$ cat src/sv/fpmw_pkg.sv
// Shared sizes and types for the flash page map writer.
// Used by every module of the block; depends on nothing.
`default_nettype none

package fpmw_pkg;

    // Geometry of the flash array
    localparam int POOLS           = 8;
    localparam int BLOCKS_PER_POOL = 32;
    localparam int PAGES_PER_BLOCK = 64;

    // Derived widths
    localparam int POOL_W      = $clog2(POOLS);
    localparam int BLK_W       = $clog2(BLOCKS_PER_POOL);
    localparam int PG_W        = $clog2(PAGES_PER_BLOCK);
    localparam int CNT_W       = $clog2(PAGES_PER_BLOCK + 1);
    localparam int GBLK_W      = POOL_W + BLK_W;
    localparam int PHYS_W      = GBLK_W + PG_W;
    localparam int TOTAL_BLOCKS = POOLS * BLOCKS_PER_POOL;
    localparam int TOTAL_PAGES = TOTAL_BLOCKS * PAGES_PER_BLOCK;
    localparam int MAP_W       = PHYS_W + 1;

    // Allocation decision for the selected pool
    typedef struct packed {
        logic             no_space;
        logic [BLK_W-1:0] blk;
        logic [PG_W-1:0]  page;
    } t_alloc;

endpackage

`default_nettype wire

$ cat src/sv/fpmw_pool_alloc.sv
// Per-pool append point: current block and pages used in it.
// Blocks leave each pool's free list in ascending order, so the list head
// always follows the current block. Depends on fpmw_pkg.
`default_nettype none

module fpmw_pool_alloc (
    input  wire logic                        i_clk,
    input  wire logic                        i_rst_n,
    input  wire logic [fpmw_pkg::POOL_W-1:0] i_pool,
    input  wire logic                        i_commit,
    input  wire logic [fpmw_pkg::CNT_W-1:0]  i_pages_next,
    output fpmw_pkg::t_alloc                 o_alloc,
    output logic      [fpmw_pkg::CNT_W-1:0]  o_pages
);

    logic [fpmw_pkg::BLK_W-1:0] r_cur   [fpmw_pkg::POOLS];
    logic [fpmw_pkg::CNT_W-1:0] r_pages [fpmw_pkg::POOLS];
    logic                       full;
    logic                       last;

    // Decide the page to use: next page of the current block, or the first
    // page of the next free block when the current one is full
    always_comb begin
        full = (r_pages[i_pool] == fpmw_pkg::CNT_W'(fpmw_pkg::PAGES_PER_BLOCK));
        last = (r_cur[i_pool] == fpmw_pkg::BLK_W'(fpmw_pkg::BLOCKS_PER_POOL - 1));
        o_alloc.no_space = full && last;
        if (full) begin
            o_alloc.blk  = r_cur[i_pool] + fpmw_pkg::BLK_W'(1);
            o_alloc.page = '0;
            o_pages      = '0;
        end else begin
            o_alloc.blk  = r_cur[i_pool];
            o_alloc.page = r_pages[i_pool][fpmw_pkg::PG_W-1:0];
            o_pages      = r_pages[i_pool];
        end
    end

    // Advance the append point of the pool on a successful write
    always_ff @(posedge i_clk) begin
        if (!i_rst_n) begin
            for (int p = 0; p < fpmw_pkg::POOLS; p++) begin
                r_cur[p]   <= '0;
                r_pages[p] <= '0;
            end
        end else if (i_commit) begin
            r_cur[i_pool]   <= o_alloc.blk;
            r_pages[i_pool] <= i_pages_next;
        end
    end

endmodule

`default_nettype wire

$ cat config.mk
export PLATFORM = sky130hd
export DESIGN_NAME = fpmw_pool_alloc
export DESIGN_NICKNAME = d
export VERILOG_FILES = /design/src/sv/fpmw_pkg.sv /design/src/sv/fpmw_pool_alloc.sv
export SDC_FILE = /design/constraint.sdc
export NUM_CORES = 1
export LEC_CHECK = 0
export BUFFER_PORTS_ARGS = -buffer_cell sky130_fd_sc_hd__buf_2
export CAP_MARGIN = 20
export CORE_MARGIN = 5
export CORE_UTILIZATION = 48
export CTS_BUF_LIST = sky130_fd_sc_hd__clkbuf_2 sky130_fd_sc_hd__clkbuf_4 sky130_fd_sc_hd__clkbuf_8
export DETAILED_ROUTE_END_ITERATION = 16
export MAX_ROUTING_LAYER = met4
export PLACE_DENSITY = 0.68
export RECOVER_POWER = 50
export SYNTH_ARGS = -nofsm -noshare
export SYNTH_HDL_FRONTEND = slang
export SYNTH_SLANG_ARGS = --single-unit
export TNS_END_PERCENT = 20
$ cat constraint.sdc
create_clock -name i_clk -period 8.25 [get_ports i_clk]
set_input_delay 0.825 -clock i_clk [delete_from_list [all_inputs] [get_ports i_clk]]
set_output_delay 0.825 -clock i_clk [all_outputs]
set_load 0.05 [all_outputs]
**Word level (Yosys, flattened, before mapping)**

Memory sizes are Yosys's and may differ from the RTL's.
Index checks and enable logic that the tools add are counted.

- Add/sub/neg operators: 1
- Eq/ne operators: 2
- Muxes and demuxes: 12
- Reduce and logical (&&, ||, !) cells: 3

Operator list:

| kind | number |
|---|---|
| two-way mux 7 bit | 2 |
| two-way mux 11 bit | 1 |
| equality test 7 bit, second input constant | 1 |
| OR reduction 7 bit | 1 |
| two-way mux 1 bit | 6 |
| two-way mux 3 bit | 2 |
| adder 5 x 1 -> 5 bit, second input constant | 1 |
| equality test 5 bit, second input constant | 1 |
| two-way mux 5 bit | 1 |
| OR reduction 5 bit | 1 |
| logical AND 1 bit | 1 |

- Bits in registers: 0
- Memory bits (writable): 96
- Bits of input ports: 13
- Output and inout bits: 19
- Memories kept: 2

Memories:

| name | words | bits a word | rd ports | clocked after Yosys merged registers in | write ports | line | text |
|---|---|---|---|---|---|---|---|
| r_pages | 8 | 7 | 1 | 0 | 8 | fpmw_pool_alloc.sv:17 | `logic [fpmw_pkg::CNT_W-1:0] r_pages [fpmw_pkg::POOLS];` |
| r_cur | 8 | 5 | 1 | 0 | 8 | fpmw_pool_alloc.sv:16 | `logic [fpmw_pkg::BLK_W-1:0] r_cur [fpmw_pkg::POOLS];` |

**Logic depth before layout (Yosys ltp)**

- Depth in word-level cells: 5
- Depth in mapped cells: 12
- Mapped depth without buffers: 8

**Least setup slack after synthesis**

Ideal clock, no wire load.

- Path type: in2out
- Start: in i_pool[2] (netlist bit)
- End: out o_alloc[10] (netlist bit)
- Data arrival time: 3.625 ns
- Required time: 7.425 ns
- Slack: 3.800 ns
- Stages: 12
- Path buffers: 4
- Cells stage by stage: buf_2 -> buf_2 -> buf_1 -> mux2i_1 -> nor2_1 -> a311oi_1 -> o211ai_1 -> clkbuf_1 -> and3_1 -> ha_1 -> nor3_2 -> nor2_1

RTL lines:

| what | line | text |
|---|---|---|
| start, declared | fpmw_pool_alloc.sv:9 | `input wire logic [fpmw_pkg::POOL_W-1:0] i_pool,` |
| end, declared | fpmw_pool_alloc.sv:12 | `output fpmw_pkg::t_alloc o_alloc,` |

==> impl_metrics.tcl <==
set metrics [dict create \
    status "finished with violations" \
    failed_checks "max-capacitance violations, max-slew violations" \
    period_share_pct 74.9 \
    worst-path-stages 9 \
    die_h_um 112 \
    crit_path_end_kind "output pin" \
    crit_start "i_pool[2]" \
    fmax_mhz 162 \
    finalSetupViolCount 0 \
    nets 429 \
    crit_chain "clkbuf_1 -> nand2b_1 -> o221a_2 -> o211ai_1 -> and3_1 -> ha_1 -> nor3_2 -> nor2_1 -> buf_2" \
    grt_usage_pct 20.9 \
    area_delta_synth_final_pct 7.33 \
    hold-worst-slack_ns 0.813 \
    routed_via_density 6.16 \
    cts_buffers 9 \
    cts_resized 0 \
    dpl.hpwl_um 7740 \
    io_buffer_count 31 \
    layout_setup_ws_ns 2.07 \
    ys_seq_area_share_pct 57.5 \
    clk_pin_slew_ns 0.09 \
    setup-tns-final_ns 0 \
    post_synth_num_cell_types 45 \
    clk_path_buf_depth 2 \
    place_ws_ns 3.17 \
    route.met2.wl_um 5930 \
    rows 37 \
    crit_type "in2out" \
    postCtsSetupBuffers 0 \
    grt_first_pass_wirelength_um 19600 \
    ys_seq_elements 96 \
    htreeDepth 3 \
    endpoint "o_alloc[10]" \
    r2r-end "r_cur[4][4]" \
    dr_wl_met3_um 770 \
    antenna_left 0 \
    min-delay-start "i_pages_next[6]" \
    dpl_cell_area_sq_mm 0.00522 \
    wire_per_inst_um 22.2 \
    die_area_sq_mm 0.0126 \
    drc_errors 0 \
    tritoncts "yes" \
    cts_sinks 96 \
    synth_edf_count 96 \
    num-fill-cells 918 \
    irDropWorstVdd_mv 0.0776 \
    initial_core_util_pct 48.8 \
    diodes 0 \
    synthSimpleGateAreaFrac_pct 20.5 \
    gp_congestion 0.910 \
    grt_overflow 0 \
    cpLargestDelayFamily "buffers and inverters" \
    hold_violations 0 \
    syn_nets 414 \
    antenna_found_initial 0 \
    core_sq_mm 0.0103 \
    wirelength_met1_um 5340 \
    grt_max_degree 49 \
    relSlewSlack_pct -35.6 \
    required_ns 7.42 \
    via_count 3421 \
    power_density_mw_per_mm2 191 \
    clk_latency_ns 0.37 \
    p_leak_nw 1.97 \
    holdBufCountCts 0 \
    syn_area_per_cell_sq_um 12.6 \
    tightestPinTransition_ns 2.03 \
    layout_min_cycle_time_ns 6.18 \
    synth-xor-area-share_pct 0.349 \
    r2r_slack_ns 5.25 \
    netlist_area_sq_mm 0.00502 \
    cts_root_buffer "clkbuf_8" \
    yosysWarningCount 0 \
    drtPass1Iterations 5 \
    drt_wl_total_um 12300 \
    arrival_ns 5.36 \
    synth-compound-area-share_pct 6.04 \
    cpPeakStageDelay_ns 1.42 \
    pin_count 32 \
    synthAdderAreaFrac_pct 0.499 \
    critPathBufInv 2 \
    synth-main-ff-cell "edfxtp_1" \
    dr.max_layer_used "met4" \
    ys_async_sr_fraction_pct 0 \
    netlist_instances 399 \
    die_w_um 112 \
    muxShareOfSynthArea_pct 11.8 \
    crit_fanout 36 \
    drive_gt1_share_pct 19.6 \
    slowest_stage "clkbuf_1" \
    grt_pass1_vias 3488 \
    rsz0062_at_grt "false" \
    clock_skew_ns 0.0147 \
    r2r-start "r_cur[4][3]" \
    hold_class "in2reg" \
    r2r.worst_path.cells 8 \
    synth_top_family_by_area "simple AND/OR/NAND/NOR gates" \
    dr.first_iter.drc_count 364 \
    startpoint_type "input pin" \
    final_area_sq_mm 0.00538 \
    maxCapViolCount 2 \
    slew_violations 63 \
]
synthesized netlist by cell type, drive strengths merged, types with 2 or more instances:
library cell / number / share of area, %
mux2: 10 / 2.2
xor2: 2 / 0.35
nor2: 23 / 1.8
a211oi: 8 / 1.2
and2: 15 / 1.9
mux4: 20 / 9.0
inv: 4 / 0.30
nand2b: 4 / 0.50
clkbuf: 13 / 0.97
o311ai: 2 / 0.35
or2: 2 / 0.25
ha: 2 / 0.50
a21oi: 6 / 0.60
or4: 16 / 2.4
o211ai: 2 / 0.30
o21ai: 19 / 1.9
o22ai: 2 / 0.25
nor3b: 8 / 1.2
nor2b: 3 / 0.37
nor3: 24 / 2.7
buf: 18 / 2.0
nand3: 4 / 0.40
mux2i: 3 / 0.60
edfxtp: 96 / 57
and3: 46 / 5.7
o32ai: 2 / 0.35
nand2: 34 / 2.5
layout by cell type, fill, tap and decap left out, drive strengths merged, types with 6 or more instances in the layout:
master / instances
nand2: 34
buf: 31
mux4: 20
a211oi: 8
nor3b: 8
nor2: 23
edfxtp: 96
nor3: 24
mux2: 10
o21ai: 19
and3: 46
and2: 15
a21oi: 6
or4: 16
clkbuf: 16
metrics by stage:
step / power (mW) / std cells / util (%)
global placement: 0.755 / 539 / 50.8
floorplan: 0.714 / 399 / -
CTS: 1.03 / 555 / 52.5
finish: 1.03 / 555 / 52.4
detailed placement: 0.757 / 539 / 50.8
global route: 1.06 / 555 / 52.4
logic make-up (layout without fill, tap and decap cells):
group           after synthesis  count (layout)
fa+ha+maj                     2               2
buf+inv                      36              56
mux                          33              33
simple gates                183             183
xor+xnor                      2               2
flops                        96              96
compound gates               47              47
final cells by class:
type	instances	area [sq um]	share of cell area [%]
inverters	5	18.8	0.349
multi-input cells	267	1960	36.5
repair buffers	35	180	3.35
clock inverters	4	21.3	0.395
clock buffers	12	146	2.72
flip-flops and latches	96	2880	53.5
well taps	136	170	3.16
power by group:
| group | switching [mW] | internal, mW |
|---|---|---|
| clock network | 0.163 | 0.118 |
| registers | 0.0100 | 0.563 |
| logic | 0.126 | 0.0477 |
sequential cells by signal (all words and copies together) (netlist names):
name and count:
r_cur 40, r_pages 56
how the worst min path moves through the flow:
stage	to	depth (start not counted)
2_1_floorplan	r_cur[0][3]	4
3_3_place_gp	r_cur[6][4]	4
3_5_place_dp	r_cur[3][4]	4
4_1_cts	r_pages[3][6]	2
5_1_grt	r_pages[7][6]	2
6_report	r_pages[3][6]	2
layer usage:
layer / GRT usage, % / vias to the layer above
met5: - / -
met4: 8.57 / 0
met3: 2.75 / 23
met2: 33.0 / 141
met1: 27.6 / 1679
li1: - / 1578
No activity file was read; power rests on OpenSTA's default activity.
