## config.mk

```make
export PLATFORM = sky130hd
export DESIGN_NAME = fpmw_sat_inc
export DESIGN_NICKNAME = d
export VERILOG_FILES = /design/src/sv/fpmw_pkg.sv /design/src/sv/fpmw_sat_inc.sv
export SDC_FILE = /design/constraint.sdc
export NUM_CORES = 1
export LEC_CHECK = 0
export BUFFER_PORTS_ARGS = -buffer_cell sky130_fd_sc_hd__buf_2
export CAP_MARGIN = 20
export CORE_AREA = 2 2 39 41
export DETAILED_ROUTE_END_ITERATION = 12
export DIE_AREA = 0 0 41 43
export PLACE_DENSITY = 0.3
export SYNTH_ARGS = -nofsm -noshare
export SYNTH_HDL_FRONTEND = slang
export SYNTH_SLANG_ARGS = --single-unit
```

## constraint.sdc

```tcl
create_clock -name vclk -period 1.8
set_input_delay 0.45 -clock vclk [all_inputs]
set_output_delay 0.45 -clock vclk [all_outputs]
set_load 0.03 [all_outputs]
```

## src/sv/fpmw_pkg.sv

```systemverilog
// Shared sizes and types for the flash page map writer.
// Used by every module of the block; depends on nothing.
`default_nettype none

package fpmw_pkg;

    // Geometry of the flash array
    localparam int POOLS           = 8;
    localparam int BLOCKS_PER_POOL = 32;
    localparam int PAGES_PER_BLOCK = 64;

    // Derived widths
    localparam int POOL_W      = $clog2(POOLS);
    localparam int BLK_W       = $clog2(BLOCKS_PER_POOL);
    localparam int PG_W        = $clog2(PAGES_PER_BLOCK);
    localparam int CNT_W       = $clog2(PAGES_PER_BLOCK + 1);
    localparam int GBLK_W      = POOL_W + BLK_W;
    localparam int PHYS_W      = GBLK_W + PG_W;
    localparam int TOTAL_BLOCKS = POOLS * BLOCKS_PER_POOL;
    localparam int TOTAL_PAGES = TOTAL_BLOCKS * PAGES_PER_BLOCK;
    localparam int MAP_W       = PHYS_W + 1;

    // Allocation decision for the selected pool
    typedef struct packed {
        logic             no_space;
        logic [BLK_W-1:0] blk;
        logic [PG_W-1:0]  page;
    } t_alloc;

endpackage

`default_nettype wire

```

## src/sv/fpmw_sat_inc.sv

```systemverilog
// Shared saturating incrementer, limit is the page count of a block.
// Depends on fpmw_pkg for the counter width and the limit.
`default_nettype none

module fpmw_sat_inc (
    input  wire logic [fpmw_pkg::CNT_W-1:0] i_operand,
    output logic      [fpmw_pkg::CNT_W-1:0] o_result
);

    // Add one, hold at the page count
    always_comb begin
        if (i_operand >= fpmw_pkg::CNT_W'(fpmw_pkg::PAGES_PER_BLOCK)) begin
            o_result = fpmw_pkg::CNT_W'(fpmw_pkg::PAGES_PER_BLOCK);
        end else begin
            o_result = i_operand + fpmw_pkg::CNT_W'(1);
        end
    end

endmodule

`default_nettype wire

```

# Yosys cells after proc, flatten, opt, wreduce, memory -nomap -nowiden
# Cells that the tools add are included.
# op_classes
mux	1
addsub	1
order_cmp	1
# ops
cell	count
$add A7 B1 Y7 const B	1
$ge A7 B7 Y1 const B	1
$mux W7	1
# word_totals
word_cells	3
regBits	0
out_inout_bits	7
in_bits	7

# Logic depth before layout (Yosys ltp)
# Gate-level depths: netlist of run 1.
# depth
word_depth	2
mapped_depth	4
mapped_depth_nobuf	4

# Worst setup path after synthesis of run 1
# No wires, ideal clock.
# synth_timing
kind	input port to output port
start	input i_operand[2] (netlist name)
end	output o_result[5] (netlist name)
path_buffers	0
arrival_ps	1372
slack_ps	-22
stages	3
t_required_ps	1350
path_cell_list	nand3_2 or3_1 a21oi_1
# synth_between
elab_chain_cells	2
elab_cells_between_ends	3
cone_classes	add/sub: 1; order compare: 1; mux: 1
# synth_rtl
element	line	source
from (decl)	fpmw_sat_inc.sv:6	input wire logic [fpmw_pkg::CNT_W-1:0] i_operand,
$add A7 B1 Y7 or $ge A7 B7 Y1 (tied branches)	fpmw_sat_inc.sv:15, fpmw_sat_inc.sv:12	
$mux W7 *	fpmw_sat_inc.sv:12	if (i_operand >= fpmw_pkg::CNT_W'(fpmw_pkg::PAGES_PER_BLOCK)) begin
to (decl)	fpmw_sat_inc.sv:7	output logic [fpmw_pkg::CNT_W-1:0] o_result
# Every way passes the cells marked *; elsewhere a longest branch is shown, timed or not.

# Worst setup path in the final report of run 1
# layout_timing
start	input i_operand[4] (netlist name)
end	output o_result[5] (netlist name)
# The elaborated chain is that of the path after synthesis.

==> run metrics, run 1 <==
minimum clock period 1.74 ns; clock buffer count 0; pin count of the biggest net entering global routing 8; Seq Cell Count 0; Post-Syn Area 131 µm²; Static Leak 0.000128 µW; hold depth 3; Data arrival, critical path 1.29 ns; Die H 43 µm; Worst setup EP type output port; vias in the first global route 138; Synthesized Nets 30; routed vias 188; final setup fails 0; Tcrit/Tclk final 0.969; share of cells above drive strength 1 0.514; most frequent cells in the layout buf_2, nor2_1, buf_4; GRT Util Overall 0.0410; Worst Path Required 1.35 ns; Cells after Synth 21; Iteration-0 DRC Markers 1; Die Area 1760 µm²; fin. max-slew vios 0; Peak Freq 573 MHz; hold-fix buffers at CTS 0; DRC violations left 0; Yosys cell types 13; Final Hold Viols 0; postcts setup bufs 0; placed cell area 240 µm²; critical path class in2out; num ports 14; Initial Util 0.0949; most common cell after layout, fill and taps aside buf_2; Slew HR 0.871; Endpoint, Worst Hold o_result[5]; initial antenna violation count 0; sequential-to-total area share from yosys stat 0; vias per cell 3.55; post-cts sizing count 0; Rows 14; Core ar. 1380 µm²; total gr overflow 0; global-route wire length before repair 552 µm; Nets 48; setup TNS 0 ns; Critical Path Fanout Max 3; global placement routability congestion 0.545; ANT cells 0; sum of net half-perimeters after detailed placement 360 µm; yosys warns 0; Max-cap violations 0; Area Growth Syn to Fin 99.0%; Slew @ Worst Pin 0.191 ns; Hold Crit Start i_operand[6]; status finished, final reports clean; register area 0 µm²; Peak VDD IR 0.0965 mV; FILL cells 159; Die Width 41 µm; WL per Instance 7.98 µm; WL final 423 µm; crit start category input pin; Syn Area/Cell 6.26 µm²; drt first pass iters 2; PortBufs 14; unrepaired setup endpoints after global routing false; Final ANT Viol Nets 0; HP Class in2out; Pwr Density 277 nW/µm²; fin area 262 µm²
## report_power, final
group          switching [µW]  internal [µW]  total (µW)
registers                   0              0           0
logic                    44.6           27.9        72.4
clock network               0              0           0
total                    44.6           27.9        72.4
## cell families (layout without fill, tap and decap cells)
group,Yosys count,count (layout),share of synthesized area
AO/OA/AOI/OAI,3,3,0.133
XOR/XNOR,3,3,0.200
adder cells (fa/ha/maj),2,2,0.190
buffers and inverters,2,18,0.0572
AND/OR/NAND/NOR,11,11,0.419
## Yosys cell counts
master / count / area [µm²]
a21oi_1: 1 / 5.00
xor2_1: 2 / 17.5
xnor2_1: 1 / 8.76
ha_1: 2 / 25.0
or3_1: 1 / 6.26
nand3_2: 1 / 10.0
nand3_1: 2 / 10.0
o21ai_0: 1 / 5.00
nor2b_1: 1 / 6.26
nor2_1: 4 / 15.0
nand2_1: 2 / 7.51
o21bai_1: 1 / 7.51
inv_1: 2 / 7.51
## metal layers
metal  up-vias  share of wire  global-route usage  wire length [µm]
li1        101              -                   -                 -
met1        73           0.55              0.0665               231
met2        14           0.34              0.0625               142
met3         0           0.12                   0                49
met4         0              0                   0                 0
met5         -              0                   0                 0
## worst max path at each step
stage / startpoint / slack (ns) / cells after the start / end
5_1_grt: i_operand[4] / 0.003 / 5 / o_result[5]
6_report: i_operand[4] / 0.06 / 5 / o_result[5]
4_1_cts: i_operand[4] / 0.01 / 5 / o_result[5]
3_5_place_dp: i_operand[4] / 0.01 / 5 / o_result[5]
2_1_floorplan: i_operand[0] / 0.08 / 4 / o_result[4]
3_3_place_gp: i_operand[2] / 0.01 / 5 / o_result[5]
## per-stage QoR
stage	worst slack [ns]	std cells	utilization	hold slack [ns]	power (µW)
after global routing	0.00295	53	0.189	1.26	78.9
after CTS	0.0126	53	0.174	1.25	68.5
after global placement	0.00971	53	0.174	1.25	69.1
final	0.0556	53	0.189	1.24	72.4
after detailed placement	0.0131	53	0.174	1.25	68.2
after floorplan	0.0821	21	-	0.957	38.5
## critical path, stage by stage
cell and delay, ns:
buf_2 0.11, nand3_2 0.08, or3_1 0.36, a21oi_2 0.15
buf_6 0.14
## cell type report
| class | instances | area (µm²) | share of cell area |
|---|---|---|---|
| inverters | 2 | 7.51 | 0.0287 |
| multi-input cells | 19 | 140 | 0.536 |
| well taps | 16 | 20.0 | 0.0766 |
| repair buffers | 16 | 93.8 | 0.359 |
Note: power is estimated with default switching activity, not from simulation.
==> inputs of run 2 (changes only) <==
Settings changed: BUFFER_PORTS_ARGS -buffer_cell sky130_fd_sc_hd__buf_2 to -buffer_cell sky130_fd_sc_hd__clkbuf_2.
==> run 2 against run 1 <==
Compared with the run above: maximum frequency is 0.40% higher; non-clock buffer count is 3 higher; first-iteration DRC count is the same; die area unchanged; final cell count is 5.7% higher; routed wire length grew 5.2%; worst setup slack gained 0.0069 ns; via count increased by 3.2%; sequential cell count unchanged; utilization rose by 0.63 points; critical path depth did not move; highest routed layer unchanged.
==> run metrics, run 2 (synthesized netlist as in run 1, its figures left out) <==
Rows 14 (unchanged); cells along the critical path clkbuf_2 > nand3_2 > or3_1 > a21oi_2 > buf_4; sum of net half-perimeters after detailed placement 405 µm (+12%); Die H 43 µm (unchanged); Nets 51 (+6.3%); final setup margin 0.0624 ns (+0.00689 ns); post-cts sizing count 0 (unchanged); register area 0 µm² (unchanged); slowest CP cell or3_1; critical path class in2out; WL per Instance 7.95 µm (-0.43%); total gr overflow 0 (unchanged); GRT Util Overall 0.0430 (+0.00200); setup TNS 0 ns (unchanged); Peak VDD IR 0.0759 mV (-21%); Initial Util 0.0949 (unchanged); crit start category input pin; clock buffer count 0 (unchanged); Die Width 41 µm (unchanged); global placement routability congestion 0.545 (about the same); Worst setup EP type output port; PortBufs 14 (unchanged); pin count of the biggest net entering global routing 8 (unchanged); Slew HR 0.857 (-0.0141); Pwr Density 273 nW/µm² (-1.3%); DRC violations left 0 (unchanged); Seq Cell Count 0 (unchanged); most frequent cells in the layout clkbuf_2, buf_4, nor2_1; drt first pass iters 2 (unchanged); most common cell after layout, fill and taps aside clkbuf_2; Iteration-0 DRC Markers 1 (unchanged); Place WS 0.00535 ns (-0.00770 ns); final setup fails 0 (unchanged); status finished, final reports clean; minimum clock period 1.74 ns (-0.00689 ns); Worst Path Required 1.35 ns (about the same); Die Area 1760 µm² (unchanged); Final ANT Viol Nets 0 (unchanged); num ports 14 (unchanged); vias in the first global route 136 (-1.4%); Static Leak 0.000140 µW (+9.1%); FILL cells 165 (+3.8%); hold-fix buffers at CTS 0 (unchanged); unrepaired setup endpoints after global routing true; routed vias 194 (+3.2%); Data arrival, critical path 1.29 ns (about the same); Peak Freq 576 MHz (+0.40%); crit path from i_operand[4]; ANT cells 0 (unchanged); Area Growth Syn to Fin 106%; HP Class in2out; CP endpoint o_result[5]; Core ar. 1380 µm² (unchanged); vias per cell 3.46 (-2.3%); postcts setup bufs 0 (unchanged); Final Hold Viols 0 (unchanged); Max-cap violations 0 (unchanged); Tcrit/Tclk final 0.965 (-0.00383); Critical Path Fanout Max 2 (-1); initial antenna violation count 0 (unchanged); fin. max-slew vios 0 (unchanged); crit-path max cell delay 0.36 ns (about the same); global-route wire length before repair 565 µm (+2.4%); Slew @ Worst Pin 0.212 ns (+0.0210 ns); share of cells above drive strength 1 0.550 (+0.0365); WL final 445 µm (+5.2%); Hold Crit Start i_operand[6]
## run 2: worst min-delay path by stage
stage	end	slack (ns)	cells past startpoint
after floorplan	o_result[5]	0.96	1
after global placement	o_result[6]	1.29	4
after detailed placement	o_result[6]	1.29	4
after CTS	o_result[6]	1.29	4
after global routing	o_result[5]	1.30	3
final	o_result[5]	1.27	3
## run 2: final cells by class
class,instances,area (µm²),share of cell area
multi-input combinational,19,130,0.481
inverter,2,7.51,0.0278
timing repair buffer,19,113,0.417
tap,16,20.0,0.0741
## run 2: layer usage
metal	track usage	vias to the layer above	part of all wire
met2	0.0688	14	0.34
met3	0.00524	0	0.16
met4	0	0	0
li1	-	107	-
met1	0.0633	73	0.49
met5	0	-	0
## run 2: worst max-delay path: cells and delay by family
family          cells  cell delay (ns)
compound gates      1             0.13
buf+inv             2             0.26
simple gates        2             0.44
## run 2: per-stage QoR
step            util  cells  cell area (µm²)  power, µW  hold slack [ns]
6_report       0.195     56              270       73.8             1.27
5_1_grt        0.195     56              270       80.8             1.30
4_1_cts        0.190     56              263       73.3             1.29
3_5_place_dp   0.190     56              263       73.0             1.29
3_3_place_gp   0.190     56              263       73.9             1.29
2_1_floorplan      -     21              135       38.5            0.957
## run 2: report_power, final
group          internal, µW  leakage (µW)  switching, µW
Clock                     0             0              0
Sequential                0             0              0
Combinational          29.6      0.000140           44.2
==> inputs of run 3 (changes only) <==
==> constraint.sdc (replaced) <==
create_clock -name vclk -period 1.8
set_input_delay 0.54 -clock vclk [all_inputs]
set_output_delay 0.54 -clock vclk [all_outputs]
set_load 0.03 [all_outputs]
==> run 3 against run 2 <==
Compared with the run above: the run now ends with setup timing left; routed wire length up 25%; clock-buffer cell count unchanged; die area unchanged; total power up 48%; first-iteration DRC count down 100%; combinational power up 48%; sequential share of layout area unchanged; largest cell class is now non-clock buffers; highest routed layer unchanged.
==> run metrics, run 3 (synthesized netlist as in run 1, its figures left out) <==
status finished with violations; violated checks setup timing; PortBufs 14 (unchanged); global placement routability congestion 0.610 (+12%); final setup fails 3 (+3); Comb pwr share 1.000 (about the same); unrepaired setup endpoints after global routing true; Place WS -0.163 ns (-0.169 ns); total gr overflow 0 (unchanged); drt first pass iters 1 (-1); Tcrit/Tclk final 1.07 (+0.101); Peak Freq 521 MHz (-9.5%); clock buffer count 0 (unchanged); Critical Path Fanout Max 2 (unchanged); routed vias 209 (+7.7%); cells along the critical path buf_8 > nand3_4 > or3_4 > a21oi_2 > clkbuf_8; hold depth 3 (unchanged); sum of net half-perimeters after detailed placement 354 µm (-13%); Die Width 41 µm (unchanged); WP buf/inv 2 (unchanged); Worst Path Required 1.26 ns (-0.09 ns); switching power 51.8 µW (+17%); hold-fix buffers at CTS 0 (unchanged); critical path class in2out; pin count of the biggest net entering global routing 8 (unchanged); setup TNS -0.193 ns (-0.193 ns); Slew HR 0.866 (+0.00933); global-route wire length before repair 745 µm (+32%); Area Growth Syn to Fin 220%; Iteration-0 DRC Markers 0 (-1); ANT cells 0 (unchanged); crit-path max cell delay 0.39 ns (+0.03 ns); vias per cell 3.67 (+5.8%); Clk pwr share 0 (unchanged); Seq Cell Count 0 (unchanged); initial antenna violation count 0 (unchanged); vias in the first global route 188 (+38%); Static Leak 0.000184 µW (+32%); slowest CP cell or3_4; Initial Util 0.0949 (unchanged); postcts setup bufs 0 (unchanged); Data arrival, critical path 1.38 ns (+0.09 ns); final setup margin -0.120 ns (-0.183 ns); minimum clock period 1.92 ns (+0.183 ns); Slew @ Worst Pin 0.199 ns (-0.0138 ns); Peak VDD IR 0.0822 mV (+8.3%); register area 0 µm² (unchanged); num ports 14 (unchanged); Core ar. 1380 µm² (unchanged); Die H 43 µm (unchanged); GRT Util Overall 0.0549 (+0.0120); Hold Crit Start i_operand[0]; Nets 52 (+2.0%); Reg power frac 0 (unchanged); DRC violations left 0 (unchanged); Final Hold Viols 0 (unchanged); most frequent cells in the layout buf_4, buf_8, clkbuf_2, clkbuf_8; Power Total 109 µW (+48%); most common cell after layout, fill and taps aside buf_4; HP Class in2out; Die Area 1760 µm² (unchanged); WL per Instance 9.75 µm (+23%); crit start category input pin; share of cells above drive strength 1 0.732 (+0.182); Final ANT Viol Nets 0 (unchanged); hold_ws 1.41 ns (+0.140 ns); CP delay by family, top simple AND/OR/NAND/NOR gates; WL final 556 µm (+25%); Pwr Density 260 nW/µm² (-4.9%); Worst setup EP type output port; Sw Share 0.475 (-0.124); internal power 57.4 µW (+93%); fin. max-slew vios 0 (unchanged); Endpoint, Worst Hold o_result[0]; Rows 14 (unchanged); Max-cap violations 0 (unchanged)
run 3: cell count changes in the layout (fill, tap and decap cells not counted), sizes merged:
cell	change
clkbuf	-3
buf	+4
run 3: layer usage:
metal  track usage  share of wire  vias to the layer above
li1              -              -                      108
met1        0.0886           0.40                       92
met2        0.0844           0.53                        9
met3             0          0.059                        0
met4             0              0                        0
met5             0              0                        -
run 3: how the worst max path moves through the flow:
stage | start | to | cells past startpoint
after CTS | i_operand[2] | o_result[5] | 5
after floorplan | i_operand[2] | o_result[5] | 3
final | i_operand[3] | o_result[5] | 5
after global routing | i_operand[4] | o_result[5] | 5
after global placement | i_operand[0] | o_result[4] | 6
after detailed placement | i_operand[2] | o_result[5] | 5
run 3: area by class of cell:
type,count,area (µm²)
multi-input cells,19,173
inverters,2,7.51
fillers,145,963
repair buffers,20,220
well taps,16,20.0
run 3: what timing repair did:
item | CTS | global route
pin swaps | 6 | 5
endpoints found under the hold margin | 0 | 0
gates resized for setup | 18 | 17
endpoints found under the setup margin | 6 | 6
gates cloned | 0 | 0
run 3: stage by stage:
stage,cell area [µm²],util,std cells
2_1_floorplan,143,-,21
3_3_place_gp,278,0.201,57
3_5_place_dp,278,0.201,57
4_1_cts,377,0.272,57
5_1_grt,420,0.304,57
6_report,420,0.304,57
run 3: power groups by stage:
stage / registers (µW) / logic (µW) / clock network [µW]
after global routing: 0 / 117 / 0
after detailed placement: 0 / 76.4 / 0
final: 0 / 109 / 0
after floorplan: 0 / 40.4 / 0
after global placement: 0 / 77.1 / 0
after CTS: 0 / 98.9 / 0
run 3: tightest hold or removal path, cell delays in order:
cell       delay [ns]
clkbuf_16        0.12
nor2_1           0.04
clkbuf_2         0.17
